<file path="src/rtl/ppld_pkg.sv">
// ppld_pkg: shared constants, types and helpers for the landmark distance block
// depends on nothing
`default_nettype none
package ppld_pkg;
  localparam int NUM_TARGETS = 8;
  localparam int FRAC_BITS   = 16;
  localparam int NUM_MARKS   = 12;
  localparam int NUM_MEAS    = 7;
  localparam int CW          = 20;
  localparam int CFG_W       = 64;
  localparam int MW_W        = 12;
  localparam int IDX_W       = 3;
  localparam int MARK_W      = 4;
  localparam int SUM_W       = 44;
  localparam int ROOT_W      = 22;
  localparam int NUM_W       = 42;
  localparam int DEN_W       = 21;
  localparam int BND_W       = 30;
  localparam int PROD_W      = 52;

  localparam logic signed [CW:0] OFF_X = (CW+1)'(((20247 << FRAC_BITS) + 50000) / 100000);
  localparam logic signed [CW:0] OFF_Y = (CW+1)'(((161 << FRAC_BITS) + 50000) / 100000);
  localparam logic signed [CW:0] OFF_Z = (CW+1)'(((19 << FRAC_BITS) + 500) / 1000);
  localparam logic signed [21:0] FX_M = 22'sd1302729;
  localparam logic signed [21:0] CX_M = 22'sd921523;
  localparam logic signed [21:0] FY_M = 22'sd1302604;
  localparam logic signed [21:0] CY_M = 22'sd578403;
  localparam logic [CW-1:0] DIST_MAX = {CW{1'b1}};

  localparam logic [2:0] REG_WINDOW = 3'd0;
  localparam logic [2:0] REG_TGT_A  = 3'd1;
  localparam logic [2:0] REG_TGT_D  = 3'd4;

  typedef struct packed {
    logic start;      // latch point, begin projection
    logic mark_step;  // test one landmark window
    logic dist_start; // start one distance measure
    logic emit;       // load output register
  } ppld_cmd_t;

  typedef struct packed {
    logic proj_done;
    logic last_mark;
    logic dist_done;
    logic final_pt;
    logic zero_depth;
  } ppld_sts_t;

  function automatic logic [MARK_W-1:0] pair_a(input logic [IDX_W-1:0] m);
    case (m)
      3'd0: pair_a = 4'd0;
      3'd1: pair_a = 4'd2;
      3'd2: pair_a = 4'd4;
      3'd3: pair_a = 4'd5;
      3'd4: pair_a = 4'd7;
      3'd5: pair_a = 4'd7;
      default: pair_a = 4'd6;
    endcase
  endfunction

  function automatic logic [MARK_W-1:0] pair_b(input logic [IDX_W-1:0] m);
    case (m)
      3'd0: pair_b = 4'd1;
      3'd1: pair_b = 4'd3;
      3'd2: pair_b = 4'd8;
      3'd3: pair_b = 4'd9;
      3'd4: pair_b = 4'd10;
      3'd5: pair_b = 4'd11;
      default: pair_b = 4'd7;
    endcase
  endfunction
endpackage
`default_nettype wire

</file>
<file path="src/rtl/ppld_ctrl.sv">
// ppld_ctrl: sequencer for projection, window tests and distance output
// depends on ppld_pkg
`default_nettype none
module ppld_ctrl (
  input  wire logic                    clk,
  input  wire logic                    rst,
  input  wire logic                    in_valid,
  output logic                         in_stall,
  output logic                         out_valid,
  input  wire logic                    out_stall,
  input  wire ppld_pkg::ppld_sts_t     sts,
  output ppld_pkg::ppld_cmd_t          cmd,
  output logic [ppld_pkg::MARK_W-1:0]  mark,
  output logic [ppld_pkg::IDX_W-1:0]   meas
);
  import ppld_pkg::*;

  typedef enum logic [4:0] {
    S_IDLE = 5'b00001,
    S_PROJ = 5'b00010,
    S_MARK = 5'b00100,
    S_DIST = 5'b01000,
    S_OUT  = 5'b10000
  } state_t;

  state_t state, state_next;
  logic [MARK_W-1:0] mark_next;
  logic [IDX_W-1:0] meas_next;
  logic out_valid_next;

  assign in_stall = (state != S_IDLE);

  always_comb begin
    state_next = state;
    mark_next = mark;
    meas_next = meas;
    out_valid_next = out_valid && out_stall;
    cmd = '0;
    case (state)
      S_IDLE: begin
        if (in_valid) begin
          cmd.start = 1'b1;
          state_next = S_PROJ;
        end
      end
      S_PROJ: begin
        if (sts.proj_done) begin
          mark_next = '0;
          if (sts.zero_depth) begin
            if (sts.final_pt) begin
              meas_next = '0;
              state_next = S_DIST;
              cmd.dist_start = 1'b1;
            end else begin
              state_next = S_IDLE;
            end
          end else begin
            state_next = S_MARK;
          end
        end
      end
      S_MARK: begin
        cmd.mark_step = 1'b1;
        mark_next = mark + 1'b1;
        if (sts.last_mark) begin
          if (sts.final_pt) begin
            meas_next = '0;
            state_next = S_DIST;
          end else begin
            state_next = S_IDLE;
          end
        end
      end
      S_DIST: begin
        if (sts.dist_done && !(out_valid && out_stall)) begin
          cmd.emit = 1'b1;
          out_valid_next = 1'b1;
          state_next = S_OUT;
        end
      end
      S_OUT: begin
        if (meas == IDX_W'(NUM_MEAS - 1)) begin
          state_next = S_IDLE;
        end else begin
          meas_next = meas + 1'b1;
          cmd.dist_start = 1'b1;
          state_next = S_DIST;
        end
      end
      default: state_next = S_IDLE;
    endcase
    if (state == S_MARK && sts.last_mark && sts.final_pt) cmd.dist_start = 1'b1;
  end

  always_ff @(posedge clk) begin
    if (rst) begin
      state <= S_IDLE;
      mark <= '0;
      meas <= '0;
      out_valid <= 1'b0;
    end else begin
      state <= state_next;
      mark <= mark_next;
      meas <= meas_next;
      out_valid <= out_valid_next;
    end
  end
endmodule
`default_nettype wire

</file>
<file path="config.mk">
export PLATFORM = sky130hd
export DESIGN_NAME = ppld_ctrl
export DESIGN_NICKNAME = d
export VERILOG_FILES = /design/src/rtl/ppld_pkg.sv /design/src/rtl/ppld_ctrl.sv
export SDC_FILE = /design/constraint.sdc
export NUM_CORES = 1
export LEC_CHECK = 0
export ABC_AREA = 0
export BUFFER_PORTS_ARGS = -buffer_cell sky130_fd_sc_hd__buf_2
export CORE_MARGIN = 1.5
export CORE_UTILIZATION = 35
export DETAILED_ROUTE_END_ITERATION = 10
export PLACE_DENSITY = 0.67
export REMOVE_ABC_BUFFERS = 1
export SLEW_MARGIN = 10
export SYNTH_ARGS = -nofsm -noshare
export SYNTH_HDL_FRONTEND = slang
export SYNTH_SLANG_ARGS = --single-unit
</file>
<file path="constraint.sdc">
create_clock -name clk -period 1.6 [get_ports clk]
set_input_delay 0.24 -clock clk [delete_from_list [all_inputs] [get_ports clk]]
set_output_delay 0.24 -clock clk [all_outputs]
set_load 0.05 [all_outputs]
</file>
==> results of run 1 <==
==> critical path, delay by kind of cell (launching register included) <==
kind,cells,cell delay [ns]
flip-flops,1,0.35
buffers and inverters,3,0.40
AO/OA/AOI/OAI,1,0.19
AND/OR/NAND/NOR,2,0.35
==> state kept, by name, indices dropped and copies added, names as in the netlist <==
name       flops
out_valid      1
meas           3
state          5
mark           4
==> cell type report <==
cell class | count | share of cell area [%]
tap | 28 | 2.54
sequential | 13 | 19.7
inverter | 6 | 1.81
clock buffer | 3 | 1.63
clock inverter | 1 | 0.362
timing repair buffer | 52 | 29.5
multi-input combinational | 76 | 44.5
==> logic make-up (layout without fill, tap and decap cells) <==
group / after synthesis / after routing / share of synthesized area, %
buf+inv: 9 / 62 / 5.60
flops: 13 / 13 / 32.3
fa+ha+maj: 3 / 3 / 4.67
xor+xnor: 1 / 1 / 1.09
compound gates: 29 / 29 / 24.0
simple gates: 43 / 43 / 32.4
==> power by group through the flow <==
| stage | clock network [mW] | registers (mW) | logic [mW] |
|---|---|---|---|
| 2_1_floorplan | 0 | 0.346 | 0.102 |
| 3_3_place_gp | 0 | 0.342 | 0.177 |
| 3_5_place_dp | 0 | 0.343 | 0.178 |
| 4_1_cts | 0.210 | 0.339 | 0.221 |
| 5_1_grt | 0.222 | 0.341 | 0.261 |
| 6_report | 0.206 | 0.340 | 0.245 |
==> per-layer routing <==
metal  share of wire [%]  up-vias
li1                    -      466
met1                  43      446
met2                  52       31
met3                 4.7        4
met4                0.73        0
met5                   0        -
==> repair_timing <==
action                     CTS  global route
setup endpoints to repair    5            15
resized for setup           34            26
setup buffers               12             5
pin swaps                    8            20
==> Yosys cell counts, drive strengths merged, types with 2 or more instances <==
master	count	area share (%)
a22oi	2	1.9
nor3	5	5.8
nand2	9	4.2
nand2b	2	1.6
buf	2	2.3
nand4b	2	2.2
o21ai	7	4.4
nor2b	2	1.6
nor4	2	1.6
inv	6	2.8
nor2	5	2.3
o221a	2	2.8
ha	3	4.7
dfxtp	13	32
or3b	2	2.5
a21oi	8	5.0
a211oi	3	2.8
nor3b	2	1.9
nand3	5	3.1
==> worst paths after layout <==
kind / startpoint / endpoint / slack, ns
max: state[0] / cmd[1] / -0.22
min: out_stall / out_valid / 0.24
max reg2reg: state[0] / meas[0] / -0.16
min reg2reg: mark[2] / mark[2] / 0.50
==> summary.md, run 1 <==
| Metric | Value |
|---|---|
| Outcome | `finished with violations` |
| Failing checks | `setup timing` |
| Sequential-to-total area share from yosys stat | `32.3%` |
| Die width | `50.9 µm` |
| Pwr per Cell Area | `573 nW/µm²` |
| Worst Hold Class | `in -> reg` |
| Die Area | `2600 µm²` |
| M2 GR Usage | `34.4%` |
| Number of unique standard cell types used by synthesis | `39` |
| Required time at the endpoint of the critical path | `1.36 ns` |
| # hold bufs at CTS | `0` |
| Average routed wire per standard cell | `14.5 µm` |
| Commonest non-fill, non-tap cell in the layout | `sky130_fd_sc_hd__buf_4` |
| Half-perimeter wire length of the detailed placement result | `1630 µm` |
| Root Buffer | `sky130_fd_sc_hd__clkbuf_4` |
| Count of fill cells added during filler insertion | `179` |
| Tot Pwr | `0.791 mW` |
| Max cap viols | `0` |
| Worst-Margin Slew | `0.458 ns` |
| IR drop worst, VDD | `0.483 mV` |
| Leakage dissipation | `0.590 nW` |
| Number of nets in the layout | `164` |
| Cell internal power dissipation | `0.539 mW` |
| Chip height | `50.9 µm` |
| Time the final worst path needs with I/O delays and setup | `1.82 ns` |
| Residual antenna-violating net count after detailed routing | `0` |
| Layout overhead on the synthesized area | `71.7%` |
| Most frequent cells in the layout | `sky130_fd_sc_hd__buf_4, sky130_fd_sc_hd__buf_2, sky130_fd_sc_hd__nand2_1` |
| Initial Util | `36.7%` |
| CP Max Fanout | `6` |
| Maximum number of pins on one net before global-route repair | `12` |
| Global-route track usage on met1 | `27.7%` |
| Area of the core region | `2190 µm²` |
| Final design instance area without fill | `1380 µm²` |
| Final Slew Violations | `0` |
| Fraction of final layout cells with drive strength greater than 1 | `61.6%` |
| Post-Route Utilization | `63.0%` |
| Total area of sequential cells | `272 µm²` |
| Overall Global Routing Usage | `20.8%` |
| Clock-pin slew on the worst setup and hold paths | `0.09 ns` |
| Post-synth EDFFs | `0` |
| Worst setup SP type | `flop` |
| Vias in the first global route | `911` |
| Predominant post-synthesis flop cell | `sky130_fd_sc_hd__dfxtp_1` |
| Number of storage elements in the synthesis netlist | `13` |
| Cell depth of the worst flop-to-flop path | `8` |
| Initial DRT Pass Iterations | `4` |
| Type of destination of the critical path | `primary output` |
| Number of DRC markers in iteration 0 | `14` |
| Cell area after synthesis | `805 µm²` |
| First-pass GRT wire length | `4120 µm` |
| Vias | `947` |
| Post-Route Skew | `0.00596 ns` |
| Clock sinks | `13` |
| Worst setup path category | `reg -> out` |
| Sequential cell fraction of total power | `43.0%` |
| Post-detailed-placement cell area | `1060 µm²` |
| Power dissipated by switching net loads | `0.253 mW` |
| Diode insertion count for antenna repair | `0` |
| Relative slew slack | `69.4%` |
| Number of top-level design ports | `22` |
| Total of warnings raised by yosys | `0` |
| Placed cell count | `162` |
| Critical Path AT | `1.58 ns` |
| Non-filler instance count after layout | `179` |
| Setup-failing EPs final | `11` |
| Routed vias/inst | `5.29` |
| Total area of multi-input combinational cells | `614 µm²` |
| GR Util met3 | `3.80%` |
| Routability congestion estimate from global placement | `0.840` |
| Largest stage delay, worst path | `0.35 ns` |
| Fmax | `548 MHz` |
| Sum of overflow across all layers after global routing | `0` |
| Worst-case setup slack after placement | `-0.0566 ns` |
| Post-Route Setup TNS | `-0.822 ns` |
| Total length of routed wires | `2600 µm` |
| Number of design rule violations left after detail routing | `0` |
| H-tree depth | `1` |
| CTS buffer count | `3` |
| Comb power frac | `31.0%` |
| Mapped Cells | `98` |
| Share of the cycle needed by the critical path after routing | `114%` |
| FP Rows | `17` |
| Share of flip-flops with an asynchronous set or reset after synthesis | `0%` |
| Initial antenna violation count | `0` |
| Final hold slack | `0.237 ns` |
| Switching share of power | `31.9%` |
| Power share of the clock group | `26.1%` |
| Critical-path cell with the highest stage delay | `sky130_fd_sc_hd__dfxtp_2` |
| Fin. Hold Viols | `0` |
| Max clock buf depth | `2` |
| Number of stages on the worst hold path | `3` |
| Clock latency of the later-clocked register in the worst-skew pair | `0.28 ns` |
| RSZ-0062 raised after global routing | `yes` |
| Layer with the highest usage | `met2` |
| Synthesized area per cell | `8.21 µm²` |
| CTS tree | `done` |
| Port Buffers | `21` |
| Worst path setup slack after routing | `-0.225 ns` |
| Crit path cell chain | `buf_4 > nor3_4 > nand4b_1 > o221a_1 > inv_2 > buf_8` |
Power figures use the tool's default switching activity.
==> inputs of run 2 (changes only) <==
Settings changed: CORE_ASPECT_RATIO set to 0.9.
==> run 2 against run 1 <==
Critical path depth is the same. Core utilization shrank 1.9 points. The flow still finishes with violations (setup timing). Cell area shrank 3.4%. Total power shrank 1.0%. Non-clock buffer count shrank 2. Largest cell class unchanged. Highest routed layer unchanged.
==> summary.md, run 2 (synthesis gave the netlist of run 1 again) <==
| Metric | Value |
|---|---|
| Outcome | `finished with violations` |
| Failing checks | `setup timing` |
| Top Registers | `state (5), mark (4), meas (3)` |
| Time the final worst path needs with I/O delays and setup | `1.80 ns` |
| Worst Hold Class | `in -> reg` |
| Chip height | `48.5 µm` |
| Die width | `53.5 µm` |
| Worst path setup slack after routing | `-0.197 ns` |
| Post-Route Skew | `0.00721 ns` |
| Half-perimeter wire length of the detailed placement result | `1710 µm` |
| Clock sinks | `13` |
| Power share of the clock group | `26.9%` |
| First-pass GRT wire length | `4210 µm` |
| Worst Min Path Start | `sts[3]` |
| Most frequent cells in the layout | `sky130_fd_sc_hd__buf_4, sky130_fd_sc_hd__buf_2, sky130_fd_sc_hd__buf_6` |
| Largest stage delay, worst path | `0.34 ns` |
| H-tree depth | `1` |
| Critical-path cell with the highest stage delay | `sky130_fd_sc_hd__dfxtp_2` |
| Routability congestion estimate from global placement | `0.887` |
| Switching share of power | `31.7%` |
| Initial DRT Pass Iterations | `4` |
| Final hold slack | `0.234 ns` |
| Port Buffers | `21` |
| Cell internal power dissipation | `0.535 mW` |
| FP Rows | `16` |
| Number of top-level design ports | `22` |
| Initial Util | `36.9%` |
| IR drop worst, VDD | `0.331 mV` |
| Worst setup path category | `reg -> out` |
| Clock latency of the later-clocked register in the worst-skew pair | `0.29 ns` |
| Number of buffers and inverters on the critical path | `3` |
| Number of design rule violations left after detail routing | `0` |
| Comb power frac | `30.0%` |
| Final Slew Violations | `0` |
| Max clock buf depth | `2` |
| Leakage dissipation | `0.573 nW` |
| Share of the cycle needed by the critical path after routing | `112%` |
| Crit path cell chain | `buf_4 > nor3_2 > nand4b_1 > o221a_1 > inv_2 > buf_8` |
| Critical Path AT | `1.56 ns` |
| Worst-Margin Slew | `0.572 ns` |
| Required time at the endpoint of the critical path | `1.36 ns` |
| Clock-pin slew on the worst setup and hold paths | `0.08 ns` |
| Sequential cell fraction of total power | `43.1%` |
| Root Buffer | `sky130_fd_sc_hd__clkbuf_4` |
| Cell depth of the worst flop-to-flop path | `7` |
| Worst Hold Path EP | `state[2]` |
| Overall Global Routing Usage | `21.9%` |
| CP Max Fanout | `6` |
| Final design instance area without fill | `1340 µm²` |
| Setup-failing EPs final | `10` |
| Total length of routed wires | `2540 µm` |
| Maximum number of pins on one net before global-route repair | `12` |
| Register-to-Register Setup Slack | `-0.10 ns` |
| Routed vias/inst | `5.43` |
| Post-detailed-placement cell area | `1060 µm²` |
| R2R Path End | `state[1]` |
| Worst-case setup slack after placement | `-0.0746 ns` |
| Critical R2R Launch | `state[2]` |
| Largest register by flop count | `state` |
| Post-Route Setup TNS | `-0.735 ns` |
| Vias in the first global route | `918` |
| Residual antenna-violating net count after detailed routing | `0` |
| Initial antenna violation count | `0` |
| Max cap viols | `0` |
| Number of DRC markers in iteration 0 | `34` |
| CTS tree | `done` |
| Area of the core region | `2180 µm²` |
| Commonest non-fill, non-tap cell in the layout | `sky130_fd_sc_hd__buf_4` |
| Pwr per Cell Area | `586 nW/µm²` |
| Power dissipated by switching net loads | `0.248 mW` |
| Relative slew slack | `61.9%` |
| Layout overhead on the synthesized area | `65.9%` |
| Number of stages on the worst hold path | `3` |
| Sum of overflow across all layers after global routing | `0` |
| CTS buffer count | `3` |
| Vias | `955` |
| Type of destination of the critical path | `primary output` |
| Diode insertion count for antenna repair | `0` |
| Fraction of final layout cells with drive strength greater than 1 | `55.0%` |
| Max FFs per register | `5` |
| Worst setup SP type | `flop` |
| Fmax | `557 MHz` |
| RSZ-0062 raised after global routing | `yes` |
| Kind of cell adding the most delay to the critical path | `buffers and inverters` |
| Number of nets in the layout | `162` |
| Average routed wire per standard cell | `14.4 µm` |
| Die Area | `2600 µm²` |
| Tot Pwr | `0.783 mW` |
| Fin. Hold Viols | `0` |
[run 2: cell count changes in the layout (fill, tap and decap cells not counted), sizes merged]
cell / before / now
clkbuf: 3 / 4
buf: 52 / 50
clkinv: 1 / 0
[run 2: power groups by stage]
stage / Combinational [mW] / Clock [mW] / Sequential, mW
finish: 0.235 / 0.210 / 0.337
CTS: 0.218 / 0.209 / 0.335
floorplan: 0.102 / 0 / 0.346
detailed placement: 0.180 / 0 / 0.343
global route: 0.248 / 0.231 / 0.338
global placement: 0.179 / 0 / 0.341
[run 2: how the worst max path moves through the flow]
stage,from,end,cells past startpoint
3_3_place_gp,state[3],cmd[1],5
6_report,state[3],cmd[1],6
4_1_cts,state[3],cmd[1],6
3_5_place_dp,state[3],cmd[1],5
2_1_floorplan,meas[0],meas[1],7
5_1_grt,state[0],cmd[1],5
[run 2: per-stage QoR]
| stage | cells | utilization [%] |
|---|---|---|
| after global placement | 161 | 48.4 |
| after floorplan | 95 | - |
| after detailed placement | 161 | 48.4 |
| final | 176 | 61.2 |
| after CTS | 174 | 57.1 |
| after global routing | 176 | 61.2 |
[run 2: area by class of cell]
class,instances,area (µm²)
timing repair buffer,50,395
fill,190,847
sequential,13,272
clock buffer,4,26.3
tap,27,33.8
inverter,6,25.0
multi-input combinational,76,583
[run 2: per-layer routing]
metal  vias to the layer above  global-route usage [%]  share of wire (%)
met1                       451                    28.5                 44
met5                         -                       0                  0
met4                         0                    9.83                2.7
met3                         9                    3.40                4.4
met2                        29                    35.0                 49
li1                        466                       -                  -
[run 2: timing repair]
item,in CTS,in global routing
pin swaps,9,13
hold buffers,0,0
hold endpoints to repair,0,0
resized for setup,32,21
gates cloned,0,0
setup endpoints to repair,5,12
buffers inserted,10,4
[run 2: tightest hold or removal path: stages]
cell and delay, ns:
sky130_fd_sc_hd__buf_2 0.10, sky130_fd_sc_hd__nand2b_1 0.10, sky130_fd_sc_hd__a21oi_1 0.05
